## config.mk

```make
export PLATFORM = sky130hd
export DESIGN_NAME = display_line_timing_status
export DESIGN_NICKNAME = d
export VERILOG_FILES = /design/src/sv/dlts_pkg.sv /design/src/sv/dlts_step.sv /design/src/sv/dlts_out_stage.sv /design/src/sv/display_line_timing_status.sv
export VERILOG_INCLUDE_DIRS = /design/src /design/src/sv
export SDC_FILE = /design/constraint.sdc
export NUM_CORES = 1
export LEC_CHECK = 0
export BUFFER_PORTS_ARGS = -buffer_cell sky130_fd_sc_hd__buf_2
export CAP_MARGIN = 30
export CORE_ASPECT_RATIO = 0.6
export CORE_MARGIN = 2
export CORE_UTILIZATION = 42
export DETAILED_ROUTE_END_ITERATION = 12
export HOLD_SLACK_MARGIN = 0.1
export PLACE_DENSITY = 0.69
export RECOVER_POWER = 50
export SYNTH_ARGS = -nofsm -noshare
export SYNTH_HDL_FRONTEND = slang
export SYNTH_SLANG_ARGS = --single-unit
```

## constraint.sdc

```tcl
create_clock -name clk -period 5.49 [get_ports clk]
set_clock_uncertainty 0.1 [all_clocks]
set_input_delay 0 -clock clk [delete_from_list [all_inputs] [get_ports clk]]
set_output_delay 0 -clock clk [all_outputs]
set_load 0.01 [all_outputs]
```

## src/sv/display_line_timing_status_macros.svh

```systemverilog
// Assertion macros for the display line timing and status block.
// Included by the modules that carry concurrent checks; needs clk and rst_n in scope.
`ifndef DISPLAY_LINE_TIMING_STATUS_MACROS_SVH
`define DISPLAY_LINE_TIMING_STATUS_MACROS_SVH

// Check that a condition implies another in the same cycle
`define DLTS_ASSERT_SAME(label, ante, cons, msg) \
  label: assert property (@(posedge clk) disable iff (!rst_n) (ante) |-> (cons)) \
    else $error(msg);

// Check that a condition implies another in the next cycle
`define DLTS_ASSERT_NEXT(label, ante, cons, msg) \
  label: assert property (@(posedge clk) disable iff (!rst_n) (ante) |=> (cons)) \
    else $error(msg);

`endif

```

## src/sv/dlts_pkg.sv

```systemverilog
// Shared types and constants for the display line timing and status block.
// No dependencies; imported by every module of the block.
`timescale 1ns / 1ps
`default_nettype none

package dlts_pkg;

  // Event and access codes
  typedef enum logic [1:0] {
    OP_HBLANK   = 2'd0,
    OP_LINE_END = 2'd1,
    OP_WRITE    = 2'd2,
    OP_READ     = 2'd3
  } op_t;

  // Line timing for both modes
  localparam logic [8:0] DS_LINES       = 9'd263;
  localparam logic [8:0] DS_VBLANK_END  = 9'd262;
  localparam logic [8:0] DS_VISIBLE     = 9'd192;
  localparam logic [8:0] GBA_LINES      = 9'd228;
  localparam logic [8:0] GBA_VBLANK_END = 9'd227;
  localparam logic [8:0] GBA_VISIBLE    = 9'd160;
  localparam logic [8:0] LINE_MAX       = 9'd262;

  // Status word layout
  localparam logic [15:0] WRITABLE_BITS = 16'hFFB8;
  localparam int BIT_F_VBLANK = 0;
  localparam int BIT_F_HBLANK = 1;
  localparam int BIT_F_MATCH  = 2;
  localparam int BIT_E_VBLANK = 3;
  localparam int BIT_E_HBLANK = 4;
  localparam int BIT_E_MATCH  = 5;
  localparam int BIT_CMP_HIGH = 7;

  typedef struct packed {
    op_t         operation;
    logic        cpu_select;
    logic [15:0] write_mask;
    logic [15:0] write_value;
  } in_item_t;

  typedef struct packed {
    logic [15:0] status_read;
    logic [8:0]  line_count;
    logic [2:0]  irq_cpu0;
    logic [2:0]  irq_cpu1;
    logic [1:0]  dma_vblank;
    logic [1:0]  dma_hblank;
    logic        frame_end;
    logic        frame_start;
  } out_item_t;

  // Architectural state: one status word per CPU and the line counter
  typedef struct packed {
    logic [1:0][15:0] status;
    logic [8:0]       line;
  } dlts_state_t;

endpackage

`default_nettype wire

```

## src/sv/dlts_step.sv

```systemverilog
// Combinational update for one event or status access.
// Depends on dlts_pkg; computes next state and the result item.
`timescale 1ns / 1ps
`default_nettype none

module dlts_step
  import dlts_pkg::*;
(
  input  in_item_t    item,
  input  dlts_state_t cur,
  input  logic        gba_mode,
  output dlts_state_t nxt,
  output out_item_t   res
);

  always_comb begin
    dlts_state_t st;
    out_item_t   r;
    logic [8:0]  lc;
    logic [8:0]  tgt;
    logic [15:0] msk;
    st  = cur;
    r   = '0;
    lc  = cur.line;
    tgt = '0;
    msk = item.write_mask & WRITABLE_BITS;
    unique case (item.operation)
      OP_HBLANK: begin
        if (gba_mode) begin
          if (cur.line < GBA_VISIBLE) r.dma_hblank = 2'b10;
          st.status[1][BIT_F_HBLANK] = 1'b1;
          if (st.status[1][BIT_E_HBLANK]) r.irq_cpu1[1] = 1'b1;
        end else begin
          if (cur.line < DS_VISIBLE) r.dma_hblank = 2'b01;
          st.status[0][BIT_F_HBLANK] = 1'b1;
          st.status[1][BIT_F_HBLANK] = 1'b1;
          if (st.status[0][BIT_E_HBLANK]) r.irq_cpu0[1] = 1'b1;
          if (st.status[1][BIT_E_HBLANK]) r.irq_cpu1[1] = 1'b1;
        end
      end
      OP_LINE_END: begin
        lc = cur.line + 9'd1;
        if (gba_mode) begin
          st.status[1][BIT_F_HBLANK] = 1'b0;
          // advance line, enter or leave vblank, wrap past the frame
          if (lc == GBA_VISIBLE) begin
            st.status[1][BIT_F_VBLANK] = 1'b1;
            if (st.status[1][BIT_E_VBLANK]) r.irq_cpu1[0] = 1'b1;
            r.dma_vblank = 2'b10;
            r.frame_end  = 1'b1;
          end else if (lc == GBA_VBLANK_END) begin
            st.status[1][BIT_F_VBLANK] = 1'b0;
          end else if (lc >= GBA_LINES || lc == 9'd0) begin
            lc = 9'd0;
            r.frame_start = 1'b1;
          end
          // 8-bit compare line
          tgt = {1'b0, st.status[1][15:8]};
          st.status[1][BIT_F_MATCH] = (lc == tgt);
          if (lc == tgt && st.status[1][BIT_E_MATCH]) r.irq_cpu1[2] = 1'b1;
        end else begin
          if (lc == DS_VISIBLE) begin
            st.status[0][BIT_F_VBLANK] = 1'b1;
            st.status[1][BIT_F_VBLANK] = 1'b1;
            if (st.status[0][BIT_E_VBLANK]) r.irq_cpu0[0] = 1'b1;
            if (st.status[1][BIT_E_VBLANK]) r.irq_cpu1[0] = 1'b1;
            r.dma_vblank = 2'b11;
            r.frame_end  = 1'b1;
          end else if (lc == DS_VBLANK_END) begin
            st.status[0][BIT_F_VBLANK] = 1'b0;
            st.status[1][BIT_F_VBLANK] = 1'b0;
          end else if (lc >= DS_LINES || lc == 9'd0) begin
            lc = 9'd0;
            r.frame_start = 1'b1;
          end
          // 9-bit compare line per CPU, then drop hblank
          for (int i = 0; i < 2; i++) begin
            tgt = {st.status[i][BIT_CMP_HIGH], st.status[i][15:8]};
            st.status[i][BIT_F_MATCH] = (lc == tgt);
            st.status[i][BIT_F_HBLANK] = 1'b0;
          end
          if (st.status[0][BIT_F_MATCH] && st.status[0][BIT_E_MATCH]) r.irq_cpu0[2] = 1'b1;
          if (st.status[1][BIT_F_MATCH] && st.status[1][BIT_E_MATCH]) r.irq_cpu1[2] = 1'b1;
        end
        st.line = lc;
      end
      OP_WRITE: begin
        st.status[item.cpu_select] = (cur.status[item.cpu_select] & ~msk) |
                                     (item.write_value & msk);
      end
      OP_READ: begin
        st = cur;
      end
      default: begin
        st = cur;
      end
    endcase
    r.status_read = st.status[item.cpu_select];
    r.line_count  = st.line;
    nxt = st;
    res = r;
  end

endmodule

`default_nettype wire

```

## src/sv/dlts_out_stage.sv

```systemverilog
// Result register with valid/stall handshake for the timing block.
// Depends on dlts_pkg; tells the upstream stage when it may advance.
`timescale 1ns / 1ps
`default_nettype none

module dlts_out_stage
  import dlts_pkg::*;
(
  input  logic      clk,
  input  logic      rst_n,
  input  logic      load_valid,
  input  out_item_t load_item,
  output logic      advance,
  output logic      out_valid,
  input  logic      out_stall,
  output out_item_t out_item
);

  logic      valid_r;
  out_item_t item_r;

  // Advance when the register is empty or its transfer completes now
  assign advance   = !valid_r || !out_stall;
  assign out_valid = valid_r;
  assign out_item  = item_r;

  // Hold valid across a stall
  always_ff @(posedge clk) begin
    if (!rst_n) begin
      valid_r <= 1'b0;
    end else if (advance) begin
      valid_r <= load_valid;
    end
  end

  // Hold payload across a stall
  always_ff @(posedge clk) begin
    if (advance && load_valid) begin
      item_r <= load_item;
    end
  end

endmodule

`default_nettype wire

```

## src/sv/display_line_timing_status.sv

```systemverilog
// Top level of the display line timing and status block.
// Depends on dlts_pkg, dlts_step, dlts_out_stage and the assertion macro header.
//
// Usage:
//   Input channel (in_valid / in_stall / in_item) carries one event or status
//   access per transfer: hblank start, line end, masked status write, status
//   read. Each accepted item yields exactly one result transfer on the output
//   channel (out_valid / out_stall / out_item) with the addressed status word,
//   the line counter and the interrupt, DMA and frame pulses it caused.
//   cfg_we / cfg_wdata write the gba_mode bit; write it only while no item is
//   in flight.
//   An accepted item passes through the input register, then the result
//   register, before out_valid rises for it. Throughput: one item per cycle
//   while the receiver does not stall.
//   When the receiver stalls, the result register holds; one more item may
//   enter the input register, after which in_stall rises until the stall ends.
//   Reset (rst_n low, synchronous) clears both status words, the line counter,
//   gba_mode and both valid flags.
`timescale 1ns / 1ps
`default_nettype none

`include "display_line_timing_status_macros.svh"

module display_line_timing_status
  import dlts_pkg::*;
(
  input  logic      clk,
  input  logic      rst_n,
  input  logic      in_valid,
  output logic      in_stall,
  input  in_item_t  in_item,
  output logic      out_valid,
  input  logic      out_stall,
  output out_item_t out_item,
  input  logic      cfg_we,
  input  logic      cfg_wdata
);

  logic        gba_mode_r;
  logic        s1_valid_r;
  in_item_t    s1_item_r;
  dlts_state_t state_r;
  dlts_state_t state_nxt;
  out_item_t   res;
  logic        advance;

  // Stall only when the input register is full and cannot move on
  assign in_stall = s1_valid_r && !advance;

  // Mode register
  always_ff @(posedge clk) begin
    if (!rst_n) begin
      gba_mode_r <= 1'b0;
    end else if (cfg_we) begin
      gba_mode_r <= cfg_wdata;
    end
  end

  // Input register: load on every transfer, drop when drained
  always_ff @(posedge clk) begin
    if (!rst_n) begin
      s1_valid_r <= 1'b0;
    end else if (!in_stall) begin
      s1_valid_r <= in_valid;
    end
  end

  always_ff @(posedge clk) begin
    if (!in_stall && in_valid) begin
      s1_item_r <= in_item;
    end
  end

  // Commit state when the item moves into the result register
  always_ff @(posedge clk) begin
    if (!rst_n) begin
      state_r <= '0;
    end else if (s1_valid_r && advance) begin
      state_r <= state_nxt;
    end
  end

  dlts_step u_step (
    .item     (s1_item_r),
    .cur      (state_r),
    .gba_mode (gba_mode_r),
    .nxt      (state_nxt),
    .res      (res)
  );

  dlts_out_stage u_out (
    .clk        (clk),
    .rst_n      (rst_n),
    .load_valid (s1_valid_r),
    .load_item  (res),
    .advance    (advance),
    .out_valid  (out_valid),
    .out_stall  (out_stall),
    .out_item   (out_item)
  );

  `DLTS_ASSERT_SAME(a_line_range, 1'b1, state_r.line <= LINE_MAX, "line counter out of range")
  `DLTS_ASSERT_SAME(a_hold_input, s1_valid_r && out_valid && out_stall, in_stall,
                    "input not held during output stall")
  `DLTS_ASSERT_NEXT(a_result_follows, s1_valid_r && advance, out_valid,
                    "result lost after input stage")
  `DLTS_ASSERT_SAME(a_frame_pulses, out_valid,
                    !(out_item.frame_end && out_item.frame_start), "frame start and end together")
  `DLTS_ASSERT_SAME(a_gba_cpu0_quiet, s1_valid_r && gba_mode_r, res.irq_cpu0 == 3'd0,
                    "CPU 0 interrupt in single-CPU mode")

endmodule

`default_nettype wire

```

Word level (Yosys, flattened, before mapping)
Cells that the tools add are included.
- register bits after elaboration: 116
- input port bits: 41
- logic and storage cells: 123
- output and inout bits: 39
- bitwise operators: 7
- muxes and demuxes: 59
- equality and inequality tests: 10
- magnitude comparators: 6
- add/subtract/negate cells: 1
- reductions and logical operators: 19
- operators with widths (kind ; count):
    9-bit two-way mux ; 12
    16-bit two-way mux ; 5
    16-bit AND ; 2
    32-bit bitwise mux ; 1
    9-bit by 8-bit equality test with 1-bit output, second input constant ; 3
    13-bit two-way mux ; 2
    1-bit two-way mux ; 24
    9-bit equality test ; 2
    9-bit by 8-bit < comparator with 1-bit output, second input constant ; 2
    16-bit demux with 1-bit select ; 1
    16-bit NOT ; 1
    16-bit OR ; 1
    3-bit two-way mux ; 5
    9-bit by 1-bit adder with 9-bit output, second input constant ; 1
    9-bit by 8-bit equality test with 1-bit output ; 1
    9-bit equality test, second input constant ; 1
    9-bit by 8-bit greater-or-equal comparator with 1-bit output, second input constant ; 1
    9-bit greater-or-equal comparator, second input constant ; 1
    9-bit logical NOT ; 1
    1-bit case mux with 2 select lines ; 4
    1-bit case mux with 4 select lines ; 2
    1-bit logical AND ; 7
    2-bit two-way mux ; 3
    2-bit equality test, second input constant ; 2
    other kinds (9) ; 17

Depth between registers and ports, before layout
- word-level depth: 13
- gate-level depth with buffers: 14
- gate-level depth less buffers: 11

Cells and area by module
Synthesis repeated with hierarchy kept, for this count alone.
- cell total of the unflattened synthesis: 600
- area, all modules: 6347.3 µm²
- modules (own cells, without submodules) (module ; instances ; sequential area each (µm²) ; cells an instance ; area an instance (µm²)):
    display_line_timing_status ; 1 ; 1911.8 ; 230 ; 2865.2
    dlts_step ; 1 ; 0.0 ; 328 ; 2329.7
    dlts_out_stage ; 1 ; 1131.1 ; 42 ; 1152.4

Worst setup path before layout
OpenSTA, ideal clock, no wires.
- path type: reg-to-reg
- start: reg state_r[0] (netlist name)
- end: reg u_out.item_r, in the netlist u_out.out_item[23] (data pin)
- stages on the path, launching flop included: 14
- library setup time: 152 ps
- period minus slack after synthesis: 3329 ps
- arrival: 3077 ps
- setup slack: 2161 ps
- path buffers: 2
- data required time: 5238 ps
- path through: dfxtp_1 -> buf_2 -> inv_1 -> ha_1 -> o2bb2ai_1 -> o211ai_1 -> o211ai_1 -> or4_1 -> buf_2 -> and2_1 -> xnor2_1 -> or4b_1 -> a2bb2oi_1 -> a31oi_1
- RTL lines (item ; line ; text):
    from (decl) ; display_line_timing_status.sv:42 ; dlts_state_t state_r;
    from (signal assigned) ; display_line_timing_status.sv:79 ; state_r <= state_nxt;
    to (signal assigned) ; dlts_out_stage.sv:39 ; item_r <= load_item;
    to (decl) ; dlts_out_stage.sv:20 ; out_item_t item_r;

Worst setup path in the final report
- start: reg state_r[0] (netlist name)
- end: reg state_r[27] (netlist name)
- longest elaborated chain between the ends: 11
- elaborated cells on any way between the ends: 24
- those cells by class: add/sub: 1; order compare: 2; eq/ne: 6; mux: 12; reduce/logical: 3
- RTL lines (item ; line ; text):
    9-bit by 1-bit adder with 9-bit output * ; dlts_step.sv:42 ; lc = cur.line + 9'd1;
    9-bit greater-or-equal comparator (tied with other cells) ; dlts_step.sv:72 ; end else if (lc >= DS_LINES || lc == 9'd0) begin
    1-bit logical OR, on equally long branches ; dlts_step.sv:72, dlts_step.sv:53 ;
    9-bit two-way mux, on equally long branches ; dlts_step.sv:72, dlts_step.sv:53 ;
    9-bit two-way mux, on equally long branches ; dlts_step.sv:69, dlts_step.sv:51 ;
    9-bit two-way mux, on equally long branches ; dlts_step.sv:62, dlts_step.sv:46 ;
    9-bit two-way mux ; dlts_step.sv:43 ; if (gba_mode) begin
    9-bit two-way mux ; dlts_step.sv:27 ; unique case (item.operation)
    9-bit equality test / 9-bit by 8-bit equality test with 1-bit output (equally long branches) ; dlts_step.sv:79, dlts_step.sv:59 ;
    3-bit two-way mux * ; dlts_step.sv:43 ;
    1-bit case mux with 2 select lines * ; dlts_step.sv:27 ;
Every way passes the cells marked *; elsewhere a longest branch is shown, timed or not. The select of a mux whose other input is x is not followed.
A chain may end at the register's enable or synchronous reset.

==> results.txt <==
----------------------------------------------------
[Drt]
  Post-DR vias/cell ... around 5.7
  Number of routed nets with antenna violations ... 0
  DRC violations left ... 0
  Initial detailed-routing violation count ... 430
  Pre-Repair DR Iteration Count ... 6
  Mean routed wirelength per cell ... 17.77 µm
  Sum of routed wire length over all layers ... about 16000 µm
  Total via count in the routed design ... 5003

[Worst setup path]
  Req. time, crit path ... 5.64 ns
  Critical Path Fanout Max ... 17
  Reg-to-reg slack, setup ... between 1 and 1.5 ns
  Most frequent cell on the critical path ... sky130_fd_sc_hd__a21oi_1
  Kind of start point of the critical path ... register
  Cells along the critical path ... ha_1, nand3_1, o21a_1, or2_1, nor4_1, a21oi_1, or3_1, a2111oi_0, o211ai_1, a21oi_1
  R2r startpoint ... state_r[0]
  Critical path launch point ... state_r[0]
  FF-to-FF path depth ... 10
  Slowest CP cell ... sky130_fd_sc_hd__dfxtp_1
  Maximum single-stage delay on the critical path ... 0.74 ns
  Element type at the critical path end ... register
  Destination of the worst register-to-register timing path ... state_r[27]
  Capture point of the critical path ... state_r[27]
  Critical path data arrival time ... 4.49 ns
  Type of the worst setup path ... reg2reg

[Synth]
  Most numerous cell in the Yosys netlist ... sky130_fd_sc_hd__nor2_1
  Async set or reset register ratio after synthesis ... 0
  Total of flip-flops plus latches after synthesis ... 107
  Yosys top cell area share ... 0.3250
  Post-synth top cells ... sky130_fd_sc_hd__nor2_1, sky130_fd_sc_hd__edfxtp_1, sky130_fd_sc_hd__a21oi_1
  Most used flip-flop cell after synthesis ... sky130_fd_sc_hd__edfxtp_1
  Area contributors post-synth ... sky130_fd_sc_hd__edfxtp_1, sky130_fd_sc_hd__dfxtp_1, sky130_fd_sc_hd__nor2_1, sky130_fd_sc_hd__a21oi_1, sky130_fd_sc_hd__mux2i_1
  Cell type with the largest total area after synthesis ... sky130_fd_sc_hd__edfxtp_1
  Warnings, synthesis ... 0
  Post-synthesis instance area ... slightly below 0.006 mm²
  Portion of the post-synthesis area used by sequential elements ... 0.4764
  Number of cells produced by synthesis ... 618
  Cell variety after synth ... 74
  Count of flip-flops with a built-in enable after synthesis ... 63
  Average footprint of a synthesized cell ... 9.418 µm²
  Mapped Nets ... 668

[STA]
  Hold Vio Cnt, Final ... 0
  Pin slew with the least headroom to its limit ... 2.018 ns
  Final critical-path required period ... 4.337 ns
  Final clock period utilization by the worst path ... 0.7900
  Final total negative setup slack ... 0 ns
  Total count of max-transition violations in the final report ... 70
  Setup repair after global routing missed its margin ... no
  Setup violators final ... 0
  Fmax ... 0.2306 GHz
  Rel. slew slack ... -0.3453

[Die]
  Die boundary height ... 95.19 µm
  Site row count ... 33
  Starting utilization of the core area ... 0.4285
  Die Width ... 156.0 µm
  Area of the die ... 0.01485 mm²
  Core box area ... 0.01358 mm²
  Num ports ... 80

[Clock network]
  Number of buffers on the longest clock path ... 2
  Clock transition at the register clock pins on the worst setup and hold paths after CTS ... around 0.08 ns
  Worst skew pair latency ... 0.35 ns
  Buffer type at the clock tree root ... sky130_fd_sc_hd__clkbuf_16
  CTS buffer count ... 9
  Post-CTS Setup Inserts ... 0
  Number of clock sinks seen by CTS ... 107
  Number of levels the H-tree was split into ... 3
  CTS tree ... yes

[Cells and area]
  Fin nets ... 750
  Area growth from synthesis to layout ... 18.06%
  Fin area ... roughly 0.0069 mm²
  Total inserted antenna cells ... 0
  Final core utilization ... 0.5058
  Fraction of layout cells with a size suffix above 1 ... 0.1177

[Job]
  Max-Cap Viols ... 2

[Placement]
  Post-Place Cell Area ... 0.006264 mm²
  Count of input and output buffers ... 71
  Estimated wirelength of the detail-placed design ... approximately 11000 µm
  Routability cong. ... 0.9244

[Global routing]
  Antenna violations before repair ... 0
  Maximum number of pins on one net before global-route repair ... 42
  Vias in the first global route ... 4756
  First-pass GRT wire length ... around 25000 µm
  Grt total ovfl ... 0
  Total track usage ... 0.2161

[Power]
  Sw Ratio ... 0.2454
  Internal power consumption ... 1313 µW
  Power dissipated by switching net loads ... 426.9 µW
  Clock power share ... 0.388
  Cell area power density ... 253.2 mW/mm²
  Fraction of power consumed by sequential logic ... 0.519
  Fraction of power consumed by combinational cells ... 0.093
  IR Drop Worst-Case VDD ... approximately 0.15 mV
  Leakage ... 0.002519 µW

[Status]
  Result of the run ... complete, but fails checks
  Failing checks ... capacitance limit, slew limit

[Hold path]
  Classification of the worst-slack hold path ... in2reg

----------------------------------------------------
[routing by layer]
layer | global-route usage | wire length, µm | vias up
li1 | - | - | 2424
met1 | 0.3069 | 7843 | 2401
met2 | 0.3337 | 6660 | 162
met3 | 0.05273 | 975 | 16
met4 | 0.05275 | 159 | 0
met5 | 0 | 0 | -
[stage by stage]
step | hold WS [ns] | setup WS (ns) | total power [µW] | cells
3_3_place_gp | 0.07669 | 1.300 | 1060 | 830
3_5_place_dp | 0.07811 | 1.256 | 1064 | 830
2_1_floorplan | -0.001131 | 2.161 | 1009 | 618
4_1_cts | 0.2435 | 1.231 | 1755 | 879
6_report | 0.2532 | 1.153 | 1740 | 880
5_1_grt | 0.2567 | 0.8004 | 1805 | 880
[sequential cells by signal, summed over array words and instances, names as in the netlist, named ones only]
signal and cells:
state_r 39, s1_valid_r 1, u_out.out_item 36, u_out.out_valid 1, s1_item_r 27, gba_mode_r 1
[cell usage in the layout, fill, tap and decap left out, types with 4 or more instances in the layout]
| cell | count |
|---|---|
| sky130_fd_sc_hd__nor2b_1 | 8 |
| sky130_fd_sc_hd__a21oi_1 | 61 |
| sky130_fd_sc_hd__nor2_1 | 95 |
| sky130_fd_sc_hd__ha_1 | 9 |
| sky130_fd_sc_hd__a211oi_1 | 7 |
| sky130_fd_sc_hd__a31oi_1 | 6 |
| sky130_fd_sc_hd__nand4_1 | 5 |
| sky130_fd_sc_hd__and2_1 | 10 |
| sky130_fd_sc_hd__mux2_2 | 13 |
| sky130_fd_sc_hd__xnor2_1 | 8 |
| sky130_fd_sc_hd__edfxtp_1 | 63 |
| sky130_fd_sc_hd__or2_2 | 5 |
| sky130_fd_sc_hd__or3_1 | 4 |
| sky130_fd_sc_hd__o211ai_1 | 4 |
| sky130_fd_sc_hd__clkbuf_1 | 42 |
| sky130_fd_sc_hd__buf_2 | 31 |
| sky130_fd_sc_hd__clkbuf_16 | 10 |
| sky130_fd_sc_hd__o22ai_1 | 6 |
| sky130_fd_sc_hd__xor2_1 | 5 |
| sky130_fd_sc_hd__nor3_1 | 7 |
| sky130_fd_sc_hd__nand2b_1 | 8 |
| sky130_fd_sc_hd__buf_4 | 5 |
| sky130_fd_sc_hd__o21ai_0 | 31 |
| sky130_fd_sc_hd__inv_1 | 15 |
| sky130_fd_sc_hd__nand2_1 | 41 |
| sky130_fd_sc_hd__a211o_1 | 4 |
| sky130_fd_sc_hd__dfxtp_1 | 44 |
| sky130_fd_sc_hd__mux2i_1 | 18 |
| sky130_fd_sc_hd__nand3_1 | 16 |
| sky130_fd_sc_hd__and3_1 | 6 |
| sky130_fd_sc_hd__dlygate4sd3_1 | 33 |
| sky130_fd_sc_hd__nor4_1 | 7 |
[critical path, delay by kind of cell (launching register included)]
kind	cells	cell delay [ns]
flip-flops	1	0.74
AO/OA/AOI/OAI	5	1.22
AND/OR/NAND/NOR	4	1.56
adder cells (fa/ha/maj)	1	0.61
[power groups by stage]
stage | registers [µW] | logic, µW | clock network, µW
after floorplan | 918 | 90.8 | 0
after global placement | 919 | 141 | 0
after detailed placement | 920 | 144 | 0
after CTS | 902 | 163 | 689
after global routing | 907 | 178 | 720
final | 903 | 162 | 675
[cell families after synthesis]
group / synth area share
and+or+nand+nor: 0.1911
AOI/OAI and AO/OA: 0.1930
DFF: 0.4764
buffers and inverters: 0.04170
muxes: 0.05610
xor gates and xnor gates: 0.02236
adders and majority gates: 0.01935
[repair_timing]
| item | CTS | global route |
|---|---|---|
| gates resized for setup | 0 | 0 |
| endpoints found under the setup margin | 0 | 0 |
| hold buffers | 33 | 0 |
| endpoints found under the hold margin | 33 | 0 |
[layout make-up]
class | count | area (µm²)
Inverter | 15 | 56.30
Timing Repair Buffer | 112 | 705.7
Fill cell | 1278 | 6713
Tap cell | 175 | 219.0
Sequential cell | 107 | 2773
Multi-Input combinational cell | 455 | 2808
Clock inverter | 7 | 85.08
Clock buffer | 9 | 225.2
[how the worst min path moves through the flow]
stage               endpoint         from  cells past startpoint
2_1_floorplan  s1_item_r[10]  in_item[10]                      0
3_3_place_gp    s1_item_r[9]   in_item[9]                      1
3_5_place_dp   s1_item_r[13]  in_item[13]                      1
4_1_cts        s1_item_r[13]  in_item[13]                      2
5_1_grt        s1_item_r[31]  in_item[31]                      2
6_report       s1_item_r[13]  in_item[13]                      2
Power figures use the tool's default switching activity.
